**config.mk**
```make
export PLATFORM = sky130hd
export DESIGN_NAME = record_stack_with_search_flat
export DESIGN_NICKNAME = d
export VERILOG_FILES = /design/src/design/rsws_pkg.sv /design/src/design/rsws_if.sv /design/src/design/rsws_front.sv /design/src/design/rsws_queue.sv /design/src/design/rsws_back.sv /design/src/design/record_stack_with_search.sv /design/src/flat_wrapper.sv
export VERILOG_INCLUDE_DIRS = /design/src /design/src/design
export SDC_FILE = /design/constraint.sdc
export NUM_CORES = 2
export LEC_CHECK = 0
export ABC_AREA = 1
export BUFFER_PORTS_ARGS = -buffer_cell sky130_fd_sc_hd__buf_2
export CAP_MARGIN = 15
export CORE_MARGIN = 2
export CORE_UTILIZATION = 50
export CTS_CLUSTER_DIAMETER = 100
export DETAILED_ROUTE_END_ITERATION = 16
export PLACE_DENSITY_LB_ADDON = 0.1
export SETUP_SLACK_MARGIN = 0.3
export SLEW_MARGIN = 30
export SYNTH_ARGS = -nofsm -noshare
export SYNTH_HDL_FRONTEND = slang
export SYNTH_SLANG_ARGS = --single-unit
export TNS_END_PERCENT = 30
```
**constraint.sdc**
```tcl
create_clock -name clk -period 8.3 [get_ports clk]
set_clock_uncertainty 0.15 [all_clocks]
set_input_delay 0.83 -clock clk [delete_from_list [all_inputs] [get_ports clk]]
set_output_delay 0.83 -clock clk [all_outputs]
set_load 0.01 [all_outputs]
```
**src/design/record_stack_with_search_defines.svh**
```systemverilog
// ----------------------------------------------------------------------------
// Record stack with search - assertion macros
// Shared concurrent assertion forms, clocked on clk and held off during reset.
// ----------------------------------------------------------------------------
`ifndef RECORD_STACK_WITH_SEARCH_DEFINES_SVH
`define RECORD_STACK_WITH_SEARCH_DEFINES_SVH

// Consequent checked in the same cycle as the antecedent.
`define RSWS_ASSERT_SAME(lbl, ante, cons, msg) \
  lbl: assert property (@(posedge clk) disable iff (!rst_n) (ante) |-> (cons)) \
    else $error(msg);

// Consequent checked in the cycle after the antecedent.
`define RSWS_ASSERT_NEXT(lbl, ante, cons, msg) \
  lbl: assert property (@(posedge clk) disable iff (!rst_n) (ante) |=> (cons)) \
    else $error(msg);

`endif

```
**src/design/rsws_pkg.sv**
```systemverilog
// ----------------------------------------------------------------------------
// rsws_pkg
// Widths, codes and types shared by the record stack with search.
// ----------------------------------------------------------------------------
package rsws_pkg;

  localparam int STACK_DEPTH = 16;
  localparam int PTR_W       = $clog2(STACK_DEPTH);
  localparam int CNT_W       = $clog2(STACK_DEPTH + 1);

  localparam int ACT_W    = 2;
  localparam int KEY_W    = 16;
  localparam int REC_W    = 64;
  localparam int STAT_W   = 2;
  localparam int OUT_CW   = 5;   // found_position / fill_level width

  // Command queue between front and back (power of two)
  localparam int QUEUE_DEPTH = 2;
  localparam int QPTR_W      = $clog2(QUEUE_DEPTH);
  localparam int QCNT_W      = $clog2(QUEUE_DEPTH + 1);

  localparam logic [ACT_W-1:0] ACT_PUSH   = 2'd0;
  localparam logic [ACT_W-1:0] ACT_POP    = 2'd1;
  localparam logic [ACT_W-1:0] ACT_SEARCH = 2'd2;

  localparam logic [STAT_W-1:0] ST_OK        = 2'd0;
  localparam logic [STAT_W-1:0] ST_UNDERFLOW = 2'd1;
  localparam logic [STAT_W-1:0] ST_OVERFLOW  = 2'd2;
  localparam logic [STAT_W-1:0] ST_NOT_FOUND = 2'd3;

  typedef enum logic [1:0] {
    OP_PUSH   = 2'd0,
    OP_POP    = 2'd1,
    OP_SEARCH = 2'd2,
    OP_NOP    = 2'd3
  } op_t;

  typedef struct packed {
    op_t              op;
    logic [KEY_W-1:0] key;
    logic [REC_W-1:0] rec;
  } cmd_t;

  // Truncate an entry count to the 5-bit result fields.
  function automatic logic [OUT_CW-1:0] to_out_cnt(input logic [CNT_W-1:0] v);
    logic [31:0] t;
    t = 32'(v);
    return t[OUT_CW-1:0];
  endfunction

endpackage

```
**src/design/rsws_if.sv**
```systemverilog
// ----------------------------------------------------------------------------
// rsws channel interfaces
// Valid/ready channels for stack actions and their results.
// ----------------------------------------------------------------------------
interface rsws_in_if;
  logic                        valid;
  logic                        ready;
  logic [rsws_pkg::ACT_W-1:0]  action;
  logic [rsws_pkg::KEY_W-1:0]  entry_key;
  logic [rsws_pkg::REC_W-1:0]  entry_record;

  modport source (output valid, action, entry_key, entry_record, input ready);
  modport sink   (input valid, action, entry_key, entry_record, output ready);
endinterface

interface rsws_out_if;
  logic                         valid;
  logic                         ready;
  logic [rsws_pkg::STAT_W-1:0]  status;
  logic [rsws_pkg::OUT_CW-1:0]  found_position;
  logic [rsws_pkg::KEY_W-1:0]   out_key;
  logic [rsws_pkg::REC_W-1:0]   out_record;
  logic [rsws_pkg::OUT_CW-1:0]  fill_level;

  modport source (output valid, status, found_position, out_key, out_record, fill_level,
                  input ready);
  modport sink   (input valid, status, found_position, out_key, out_record, fill_level,
                  output ready);
endinterface

```
**src/design/rsws_front.sv**
```systemverilog
// ----------------------------------------------------------------------------
// rsws_front
// Takes action transfers and decodes them into commands for the queue.
// ----------------------------------------------------------------------------
module rsws_front (
  rsws_in_if.sink          in_chan,
  output logic             q_wr,
  output rsws_pkg::cmd_t   q_wdata,
  input  logic             q_full
);
  import rsws_pkg::*;

  assign in_chan.ready = !q_full;
  assign q_wr          = in_chan.valid && !q_full;

  always_comb begin
    case (in_chan.action)
      ACT_PUSH:   q_wdata.op = OP_PUSH;
      ACT_POP:    q_wdata.op = OP_POP;
      ACT_SEARCH: q_wdata.op = OP_SEARCH;
      default:    q_wdata.op = OP_NOP;
    endcase
    q_wdata.key = in_chan.entry_key;
    q_wdata.rec = in_chan.entry_record;
  end

endmodule

```
**src/design/rsws_queue.sv**
```systemverilog
// ----------------------------------------------------------------------------
// rsws_queue
// Short command FIFO between the front end and the execution unit.
// ----------------------------------------------------------------------------
module rsws_queue (
  input  logic            clk,
  input  logic            rst_n,
  input  logic            wr,
  input  rsws_pkg::cmd_t  wdata,
  output logic            full,
  input  logic            rd,
  output rsws_pkg::cmd_t  rdata,
  output logic            nonempty
);
  import rsws_pkg::*;

  cmd_t              slot_r [QUEUE_DEPTH];
  logic [QPTR_W-1:0] wp_r;
  logic [QPTR_W-1:0] rp_r;
  logic [QCNT_W-1:0] cnt_r;

  assign full     = (cnt_r == QCNT_W'(QUEUE_DEPTH));
  assign nonempty = (cnt_r != '0);
  assign rdata    = slot_r[rp_r];

  always_ff @(posedge clk) begin
    if (wr) begin
      slot_r[wp_r] <= wdata;
    end
  end

  always_ff @(posedge clk) begin
    if (!rst_n) begin
      wp_r  <= '0;
      rp_r  <= '0;
      cnt_r <= '0;
    end else begin
      if (wr) begin
        wp_r <= wp_r + QPTR_W'(1);
      end
      if (rd) begin
        rp_r <= rp_r + QPTR_W'(1);
      end
      if (wr && !rd) begin
        cnt_r <= cnt_r + QCNT_W'(1);
      end else if (rd && !wr) begin
        cnt_r <= cnt_r - QCNT_W'(1);
      end
    end
  end

endmodule

```
**src/design/rsws_back.sv**
```systemverilog
// ----------------------------------------------------------------------------
// rsws_back
// Execution unit: entry memories, entry count, search walk, result register.
// ----------------------------------------------------------------------------
`include "record_stack_with_search_defines.svh"

module rsws_back (
  input  logic            clk,
  input  logic            rst_n,
  input  logic            q_valid,
  input  rsws_pkg::cmd_t  q_rdata,
  output logic            q_rd,
  rsws_out_if.source      out_chan
);
  import rsws_pkg::*;

  typedef enum logic [2:0] {
    S_IDLE = 3'b001,
    S_POP  = 3'b010,
    S_SRCH = 3'b100
  } state_t;

  logic [KEY_W-1:0] key_mem [STACK_DEPTH];
  logic [REC_W-1:0] rec_mem [STACK_DEPTH];

  state_t            state_r, state_nxt;
  logic [CNT_W-1:0]  count_r, count_nxt;
  logic [PTR_W-1:0]  idx_r, idx_nxt;    // address whose data sits in rd_*_r
  logic [CNT_W-1:0]  pos_r, pos_nxt;
  logic [KEY_W-1:0]  skey_r;
  logic [KEY_W-1:0]  rd_key_r;
  logic [REC_W-1:0]  rd_rec_r;

  logic              out_valid_r;
  logic [STAT_W-1:0] status_r;
  logic [OUT_CW-1:0] pos_out_r;
  logic [KEY_W-1:0]  key_out_r;
  logic [REC_W-1:0]  rec_out_r;
  logic [OUT_CW-1:0] fill_r;

  logic              slot_free;
  logic              is_full;
  logic              wr_en;
  logic              start_search;
  logic              load;
  logic [STAT_W-1:0] res_status;
  logic [CNT_W-1:0]  res_pos;
  logic [KEY_W-1:0]  res_key;
  logic [REC_W-1:0]  res_rec;

  assign slot_free = !out_valid_r || out_chan.ready;
  assign is_full   = (count_r == CNT_W'(STACK_DEPTH));

  always_comb begin
    state_nxt    = state_r;
    count_nxt    = count_r;
    idx_nxt      = idx_r;
    pos_nxt      = pos_r;
    q_rd         = 1'b0;
    wr_en        = 1'b0;
    start_search = 1'b0;
    load         = 1'b0;
    res_status   = ST_OK;
    res_pos      = '0;
    res_key      = '0;
    res_rec      = '0;
    case (state_r)
      S_IDLE: begin
        // read the top entry ahead of time; pop and search both start there
        idx_nxt = PTR_W'(count_r - CNT_W'(1));
        if (q_valid && slot_free) begin
          q_rd = 1'b1;
          case (q_rdata.op)
            OP_PUSH: begin
              load = 1'b1;
              if (is_full) begin
                res_status = ST_OVERFLOW;
              end else begin
                wr_en     = 1'b1;
                count_nxt = count_r + CNT_W'(1);
              end
            end
            OP_POP: begin
              if (count_r == '0) begin
                load       = 1'b1;
                res_status = ST_UNDERFLOW;
              end else begin
                count_nxt = count_r - CNT_W'(1);
                state_nxt = S_POP;
              end
            end
            OP_SEARCH: begin
              if (count_r == '0) begin
                load       = 1'b1;
                res_status = ST_NOT_FOUND;
              end else begin
                start_search = 1'b1;
                pos_nxt      = CNT_W'(1);
                state_nxt    = S_SRCH;
              end
            end
            default: begin
              load = 1'b1;
            end
          endcase
        end
      end
      S_POP: begin
        if (slot_free) begin
          load      = 1'b1;
          res_key   = rd_key_r;
          res_rec   = rd_rec_r;
          state_nxt = S_IDLE;
        end
      end
      S_SRCH: begin
        if (rd_key_r == skey_r) begin
          if (slot_free) begin
            load      = 1'b1;
            res_pos   = pos_r;
            res_key   = rd_key_r;
            res_rec   = rd_rec_r;
            state_nxt = S_IDLE;
          end
        end else if (pos_r == count_r) begin
          if (slot_free) begin
            load       = 1'b1;
            res_status = ST_NOT_FOUND;
            state_nxt  = S_IDLE;
          end
        end else begin
          idx_nxt = idx_r - PTR_W'(1);
          pos_nxt = pos_r + CNT_W'(1);
        end
      end
      default: begin
        state_nxt = S_IDLE;
      end
    endcase
  end

  // entry memories: one write, one registered read per cycle
  always_ff @(posedge clk) begin
    if (wr_en) begin
      key_mem[count_r[PTR_W-1:0]] <= q_rdata.key;
      rec_mem[count_r[PTR_W-1:0]] <= q_rdata.rec;
    end
    rd_key_r <= key_mem[idx_nxt];
    rd_rec_r <= rec_mem[idx_nxt];
  end

  always_ff @(posedge clk) begin
    idx_r <= idx_nxt;
    pos_r <= pos_nxt;
    if (start_search) begin
      skey_r <= q_rdata.key;
    end
    if (load) begin
      status_r  <= res_status;
      pos_out_r <= to_out_cnt(res_pos);
      key_out_r <= res_key;
      rec_out_r <= res_rec;
      fill_r    <= to_out_cnt(count_nxt);
    end
  end

  always_ff @(posedge clk) begin
    if (!rst_n) begin
      state_r     <= S_IDLE;
      count_r     <= '0;
      out_valid_r <= 1'b0;
    end else begin
      state_r <= state_nxt;
      count_r <= count_nxt;
      if (load) begin
        out_valid_r <= 1'b1;
      end else if (out_chan.ready) begin
        out_valid_r <= 1'b0;
      end
    end
  end

  assign out_chan.valid          = out_valid_r;
  assign out_chan.status         = status_r;
  assign out_chan.found_position = pos_out_r;
  assign out_chan.out_key        = key_out_r;
  assign out_chan.out_record     = rec_out_r;
  assign out_chan.fill_level     = fill_r;

  `RSWS_ASSERT_SAME(a_count_bound, 1'b1, count_r <= CNT_W'(STACK_DEPTH), "entry count above depth")
  `RSWS_ASSERT_SAME(a_walk_index, state_r == S_SRCH, (CNT_W'(idx_r) + pos_r) == count_r, "search index and position disagree")
  `RSWS_ASSERT_NEXT(a_push_grows, wr_en, count_r == ($past(count_r) + CNT_W'(1)), "push did not grow the stack")
  `RSWS_ASSERT_SAME(a_no_result_overwrite, load, slot_free, "pending result overwritten")

endmodule

```
**src/design/record_stack_with_search.sv**
```systemverilog
// ----------------------------------------------------------------------------
// record_stack_with_search
// LIFO of 16-bit keys with 64-bit records: push, pop and search by key.
// ----------------------------------------------------------------------------
// One result transfer per action transfer, in order. A two-entry command queue
// lets actions be taken while the execution unit is busy or a result is
// pending. In the execution unit, push, an action with code 3, underflow,
// overflow and a search of an empty stack load their result from the idle
// state; pop loads it from the pop state, after reading the top entry; a
// search walks from the top and stops at position p (hit at p, or miss at p
// equal to the fill level). The search rate is set by the single registered
// read port of the entry memories, one entry per cycle walked from the top.
// No clearing pass after reset: only entries below the fill level are used.
module record_stack_with_search (
  input  logic   clk,
  input  logic   rst_n,
  rsws_in_if.sink     in_chan,
  rsws_out_if.source  out_chan
);
  import rsws_pkg::*;

  logic  q_wr;
  logic  q_full;
  logic  q_rd;
  logic  q_nonempty;
  cmd_t  q_wdata;
  cmd_t  q_rdata;

  rsws_front u_front (
    .in_chan (in_chan),
    .q_wr    (q_wr),
    .q_wdata (q_wdata),
    .q_full  (q_full)
  );

  rsws_queue u_queue (
    .clk      (clk),
    .rst_n    (rst_n),
    .wr       (q_wr),
    .wdata    (q_wdata),
    .full     (q_full),
    .rd       (q_rd),
    .rdata    (q_rdata),
    .nonempty (q_nonempty)
  );

  rsws_back u_back (
    .clk      (clk),
    .rst_n    (rst_n),
    .q_valid  (q_nonempty),
    .q_rdata  (q_rdata),
    .q_rd     (q_rd),
    .out_chan (out_chan)
  );

endmodule
```
**src/flat_wrapper.sv**
```systemverilog
// flat-port wrapper written by rule: the top's interface ports become plain ports
module record_stack_with_search_flat import rsws_pkg::*;
  (clk, rst_n, in_chan_valid, in_chan_action, in_chan_entry_key, in_chan_entry_record, in_chan_ready, out_chan_valid, out_chan_status, out_chan_found_position, out_chan_out_key, out_chan_out_record, out_chan_fill_level, out_chan_ready);
  rsws_in_if in_chan_i ();
  rsws_out_if out_chan_i ();
  input  logic clk;
  input  logic rst_n;
  input wire logic [$bits(in_chan_i.valid)-1:0] in_chan_valid;
  input wire logic [$bits(in_chan_i.action)-1:0] in_chan_action;
  input wire logic [$bits(in_chan_i.entry_key)-1:0] in_chan_entry_key;
  input wire logic [$bits(in_chan_i.entry_record)-1:0] in_chan_entry_record;
  output wire logic [$bits(in_chan_i.ready)-1:0] in_chan_ready;
  output wire logic [$bits(out_chan_i.valid)-1:0] out_chan_valid;
  output wire logic [$bits(out_chan_i.status)-1:0] out_chan_status;
  output wire logic [$bits(out_chan_i.found_position)-1:0] out_chan_found_position;
  output wire logic [$bits(out_chan_i.out_key)-1:0] out_chan_out_key;
  output wire logic [$bits(out_chan_i.out_record)-1:0] out_chan_out_record;
  output wire logic [$bits(out_chan_i.fill_level)-1:0] out_chan_fill_level;
  input wire logic [$bits(out_chan_i.ready)-1:0] out_chan_ready;
  assign in_chan_i.valid = in_chan_valid;
  assign in_chan_i.action = in_chan_action;
  assign in_chan_i.entry_key = in_chan_entry_key;
  assign in_chan_i.entry_record = in_chan_entry_record;
  assign in_chan_ready = in_chan_i.ready;
  assign out_chan_valid = out_chan_i.valid;
  assign out_chan_status = out_chan_i.status;
  assign out_chan_found_position = out_chan_i.found_position;
  assign out_chan_out_key = out_chan_i.out_key;
  assign out_chan_out_record = out_chan_i.out_record;
  assign out_chan_fill_level = out_chan_i.fill_level;
  assign out_chan_i.ready = out_chan_ready;
  record_stack_with_search u_core (.clk(clk), .rst_n(rst_n), .in_chan(in_chan_i), .out_chan(out_chan_i));
endmodule
```
# == Yosys cells after proc, flatten, opt, wreduce, memory -nomap -nowiden ==
# Memory sizes are Yosys's and may differ from the RTL's. A register that Yosys moved wholly into a read port is not among the register bits.
# Cells that the tools add are included.
# classes
n_addsub,8
eq_ne,20
mux,65
n_reduce_logical,20
# ops
operator,n
2-to-1 mux 64 bit,2
case mux 64 bit (2 select lines),1
2-to-1 mux 5 bit,9
2-to-1 mux 16 bit,2
case mux 16 bit (2 select lines),1
2-to-1 mux 1 bit,25
case mux 5 bit (2 select lines),2
2-to-1 mux 3 bit,6
== test 16 bit,1
2-to-1 mux 2 bit,8
case mux 2 bit (3 select lines),2
"adder 5 x 1 -> 5 bit, second input constant",2
"!= test 3 bit, second input constant",3
case mux 3 bit (3 select lines),1
2-to-1 mux 4 bit,2
"!= test 2 bit, second input constant",4
case mux 4 bit (2 select lines),1
nonzero test 2 bit,4
"== test 2 bit, second input constant",3
case mux 3 bit (2 select lines),1
AND reduction 6 bit,1
== test 5 bit,1
"== test 5 bit, second input constant",1
zero test 5 bit,1
20 further kinds,29
# totals
reg_bits,130
ramBits,1444
out_inout_bits,94
wordCells,130
memories,3
# mem_list
name,words,word_bits,rd,rd_clocked_by_memory_dff,write_ports,line,rtl
u_core.u_back.rec_mem,16,64,1,1,1,rsws_back.sv:24,logic [REC_W-1:0] rec_mem [STACK_DEPTH];
u_core.u_back.key_mem,16,16,1,1,1,rsws_back.sv:23,logic [KEY_W-1:0] key_mem [STACK_DEPTH];
u_core.u_queue.slot_r,2,82,1,1,1,rsws_queue.sv:17,cmd_t slot_r [QUEUE_DEPTH];

# == Depth between registers and ports, before layout ==
# depth
ltp_word,8
mapped_depth,20
ltp_nobuf,17

# == Cells and area by module ==
# A second synthesis with hierarchy kept.
# unflattened
hier_cells,6107
area_unflattened_um2,70864.2
# by_module_without_submodules
module,instances,cells_each,area_per_inst_um2
rsws_back,1,5732,63694.8
rsws_queue,1,290,6547.5
rsws_front,1,85,621.8

# == Worst setup path after synthesis ==
# OpenSTA, ideal clock, no wires.
# synth_path
kind,register -> register
startpoint,reg with a tool-made name
endpoint,"mem u_core.u_back.key_mem[10][0], enable pin"
setup_time_ns,0.519
arrival_time_ns,5.265
required_time_ns,7.631
path_slack_ns,2.366
path_stages_with_launch,10
path_cell_list,dfxtp_1 -> clkbuf_1 -> clkbuf_1 -> nand2_1 -> o21ai_0 -> ha_1 -> o21ai_0 -> nor2_1 -> nand2_1 -> nor2_1
# synth_rtl
item,line
to (decl),rsws_back.sv:23

# == Final worst setup path ==
# layout_path
startpoint,reg u_core.u_back.state_r[2]
endpoint,"reg u_core.u_back.rd_rec_r[11], read port of u_core.u_back.rec_mem"
# layout_between
elab_chain_cells,2
word_cells_on_any_way,3
# layout_rtl
item,line,rtl
from (decl),rsws_back.sv:26,"state_t state_r, state_nxt;"
from (signal assigned),rsws_back.sv:173,state_r <= state_nxt;
== test 3 bit or == test 3 x 1 -> 1 bit (tied branches),rsws_back.sv:67,case (state_r)
case mux 4 bit (2 select lines) *,rsws_back.sv:67,
to (decl),rsws_back.sv:32,logic [REC_W-1:0] rd_rec_r;
# Every way passes the cells marked *; elsewhere a longest branch is shown, timed or not.
# A chain may end at the register's enable or synchronous reset.

==> summary by stage <==
Setup path
Along the worst path, the maximum fanout reaches 111. Data on the critical path is required at its endpoint by 8.81 ns. The signal on the critical path passes through inv_2 > nor3_2 > nor2_1 > a21oi_1 > nand2_8 > nand2_8 > buf_12 > buf_16 > nand2_1 > nand3_1 > nand3_1 > nand3_1 > nand2_1. The critical path's top delay family is simple AND/OR/NAND/NOR gates. The category of the critical setup timing path is reg2reg. The worst setup path is launched from a register.

The number of buffers and inverters on the critical path is 3. The worst setup path is captured at a register. The cell that appears most often on the critical path is sky130_fd_sc_hd__nand3_1. In this design, the stage delay of the slowest critical-path cell is 0.77 ns. The critical path data arrival time is 5.41 ns. The cell with the biggest individual delay on the critical path is sky130_fd_sc_hd__nand2_8.

Cells and area
The most common cell after layout, fill and taps aside is sky130_fd_sc_hd__edfxtp_1. The antenna diode count is 0. The fraction of final layout cells with drive strength greater than 1 is 0.0991. Relative to the synthesized area, the layout overhead comes to 10.9%.

The sequential cells in the finished layout cover a total of 0.0487 sq mm. After filler insertion, the fill cell instance count of the layout stands at 11,600. Leaving out filler cells and counting taps, the final layout contains 8,099. The total number of nets in the final design is 6,178. Summing all multi-input logic gate instances after layout gives 0.0151 sq mm.

In the layout the commonest cells are sky130_fd_sc_hd__edfxtp_1 (1,557), sky130_fd_sc_hd__nand3_1 (1,452), sky130_fd_sc_hd__inv_1 (1,092).

Placed design
The congestion estimate from routability-driven global placement came to 0.779. After detailed placement, the design holds a cell count of 7,780. The worst slack at placement is 3.48 ns. Port buffering added 179 buffers. The detailed placement HPWL is 82,500 um.

Die
The total I/O pin count is 180. The die area is 0.143 sq mm. The starting density of the core is 0.503. Measured along the x axis, the die boundary spans 378 um. In this run the core area contains 137 standard-cell rows.

The die outline height is 378 um. The standard cell core area is 0.139 sq mm.

Yosys
In the synthesized netlist, the number of instances is 6,016. The mean instance size in the synthesized netlist is 11.6 sq um. Sorting the synthesized cells by area gives the leading types as sky130_fd_sc_hd__edfxtp_1 (67%), sky130_fd_sc_hd__nand3_1 (10%), sky130_fd_sc_hd__inv_1 (5.9%).

The fraction of post-synthesis cell area in the top cell type by area is 0.668. The synthesized netlist occupies a cell area of 0.0699 sq mm. The top cell type by total area after synthesis is sky130_fd_sc_hd__edfxtp_1. The part of the Yosys area used for sequential elements is 0.696. After synthesis, the netlist uses 38 different library cells. The Yosys step of the flow raised 0 warnings.

The synthesis-stage register bit count is 1,655. Synthesis produced a netlist with a net count of 6,114.

Pwr
The switching power of the nets is 11.6 mW. The switching share of total power is 0.389. The combinational group share of total power is 0.377. The clock network fraction of total power is 0.254. The part of the power in registers is 0.369. The total power divided by cell area is 385 mW/mm^2. The static leakage is 31.0 nW. The peak supply drop is 0.420 mV. The internal power summed over all cells is 18.3 mW.

GRT
The overall overflow remaining after global route is 0. Entering global routing, the biggest net connects 212 pins. The global router's overall resource usage is 0.241. The wire length of the first global-routing pass is 259,000 um. The number of global-route vias before repair came to 41,500. The number of antenna violations at the first check in global routing came to 0.

Clock network
The root buffer cell chosen for the clock tree is sky130_fd_sc_hd__clkbuf_16. The clock latency at the later pin of the worst-skew pair is 0.80 ns. The largest buffer count on any clock path is 3. After clock tree synthesis, the flow added hold-fix buffers numbering 0.

Clock-pin slew was measured on the worst setup and hold paths at 0.06 ns. The count of instances resized after the clock tree is built is 0. The H-tree was split into 4 levels. The CTS sink count is 1,655.

After clock tree synthesis, the setup repair step added 0 buffers. TritonCTS built the clock tree. In this run, CTS created clock tree buffers numbering 172.

Routing
The post-route antenna net violation count is 0. The first detailed-routing pass took 5 iterations. The starting DRC count in detailed routing is 3,953. The routed wire length is 173,000 um. In the final routed layout, each cell accounts on average for 21.3 um. The vias after detailed routing is 43,300.

The mean number of vias per cell is 5.34. After detailed routing, the number of remaining DRC violations is 0.

Job
The tool flagged a number of max-cap violations equal to 0.

Worst hold path
The tightest min-delay check is of the in2reg type.

Timing
Setup violations remaining at the end of the flow were counted as 0. The maximum operating frequency is 204 MHz. The count of final hold-check violations is 0. Setup repair after global routing left no endpoint under its margin. The post-layout worst setup margin is 3.40 ns.

The smallest clock period supported by the final layout is computed as 4.90 ns. Dividing the final minimum period by the clock period gives 0.591. The max-slew headroom at the worst pin is 0.306.

The final max-slew violation count is 0. At the pin with the least slew margin, the transition time is 1.04 ns. For the final routed database, the setup TNS stands at 0 ns.

Outcome
The run finished with clean final reports.
worst register-to-register path, stage by stage (launching register included):
cell,delay (ns)
sky130_fd_sc_hd__dfxtp_1,0.37
sky130_fd_sc_hd__inv_2,0.05
sky130_fd_sc_hd__nor3_2,0.67
sky130_fd_sc_hd__nor2_1,0.28
sky130_fd_sc_hd__a21oi_1,0.41
sky130_fd_sc_hd__nand2_8,0.41
sky130_fd_sc_hd__nand2_8,0.80
sky130_fd_sc_hd__buf_12,0.48
sky130_fd_sc_hd__buf_16,0.42
sky130_fd_sc_hd__nand2_1,0.24
sky130_fd_sc_hd__nand3_1,0.12
sky130_fd_sc_hd__nand3_1,0.13
sky130_fd_sc_hd__nand3_1,0.16
sky130_fd_sc_hd__nand2_1,0.09
area by class of cell:
cell class | count | share of cell area
Multi-Input combinational cell | 2898 | 0.194
Clock buffer | 245 | 0.0621
Timing Repair Buffer | 245 | 0.0219
Inverter | 1108 | 0.0538
Clock inverter | 72 | 0.00921
Sequential cell | 1655 | 0.628
Tap cell | 1876 | 0.0303
per-layer routing:
layer,up-vias,GRT usage,routed length (um)
li1,20400,-,-
met2,1238,0.411,84400
met5,-,0,0
met3,280,0.0318,8960
met1,21300,0.324,75200
met4,0,0.0710,4270
state kept, by name, indices dropped and copies added, names as in the netlist, 16 cells and up, named ones only:
register and flops:
u_core.u_back.rec_mem 1024, u_core.u_back.key_mem 256, u_core.u_queue.slot_r 164, u_core.u_back.out_chan.out_record 64
u_core.u_back.rd_rec_r 64, u_core.u_back.out_chan.out_key 16, u_core.u_back.rd_key_r 16, u_core.u_back.skey_r 16
cell usage after synthesis (all sizes together):
| master | number |
|---|---|
| nor2 | 136 |
| o221ai | 2 |
| o21ai | 21 |
| xor2 | 8 |
| o22ai | 3 |
| inv | 1107 |
| or2 | 4 |
| clkinv | 1 |
| buf | 247 |
| nand3 | 1454 |
| xnor2 | 3 |
| nand2 | 827 |
| o211ai | 3 |
| nand4 | 5 |
| edfxtp | 1557 |
| dfxtp | 98 |
| ha | 12 |
| nor3 | 3 |
| clkbuf | 108 |
| o21a | 2 |
| a21oi | 15 |
| mux2 | 80 |
| nand3b | 320 |
power groups by stage:
stage	Sequential (mW)	Combinational, mW	Clock, mW
after floorplan	11.2	8.11	0
after detailed placement	11.2	11.3	0
final	11.0	11.3	7.57
after global routing	11.1	12.4	8.03
after global placement	11.2	11.2	0
after CTS	11.0	11.3	7.71
final timing paths:
check / start / endpoint / slack, ns / cells after the start
hold / removal: in_chan_entry_record[58] / u_core.u_queue.slot_r[1][58]$_DFFE_PP_ / 0.07 / 1
setup / recovery: u_core.u_back.state_r[2]$_SDFFE_PN0P_ / u_core.u_back.rd_rec_r[11]$_DFF_P_ / 3.40 / 13
setup reg to reg: u_core.u_back.state_r[2]$_SDFFE_PN0P_ / u_core.u_back.rd_rec_r[11]$_DFF_P_ / 3.40 / 13
hold reg to reg: u_core.u_queue.cnt_r[1]$_SDFFE_PN0P_ / u_core.u_queue.cnt_r[1]$_SDFFE_PN0P_ / 0.35 / 2
through the flow:
stage	power, mW	util	hold slack (ns)	instance area (sq um)
finish	29.9	0.557	0.0690	77500
detailed placement	22.5	0.517	0.330	71900
CTS	30.1	0.557	0.00508	77500
floorplan	19.4	-	0.308	69900
global placement	22.4	0.516	0.325	71900
global route	31.6	0.557	0.0309	77500
cells by family (layout without fill, tap and decap cells):
| logic type | Yosys count | in the layout | share of synthesized area |
|---|---|---|---|
| buffers and inverters | 1463 | 1670 | 0.0914 |
| flip-flops | 1655 | 1655 | 0.696 |
| AO/OA/AOI/OAI | 46 | 46 | 0.00395 |
| AND/OR/NAND/NOR | 2749 | 2749 | 0.192 |
| multiplexers | 80 | 80 | 0.0129 |
| XOR/XNOR | 11 | 11 | 0.00138 |
| adder cells (fa/ha/maj) | 12 | 12 | 0.00215 |
No activity file was read; power rests on OpenSTA's default activity.
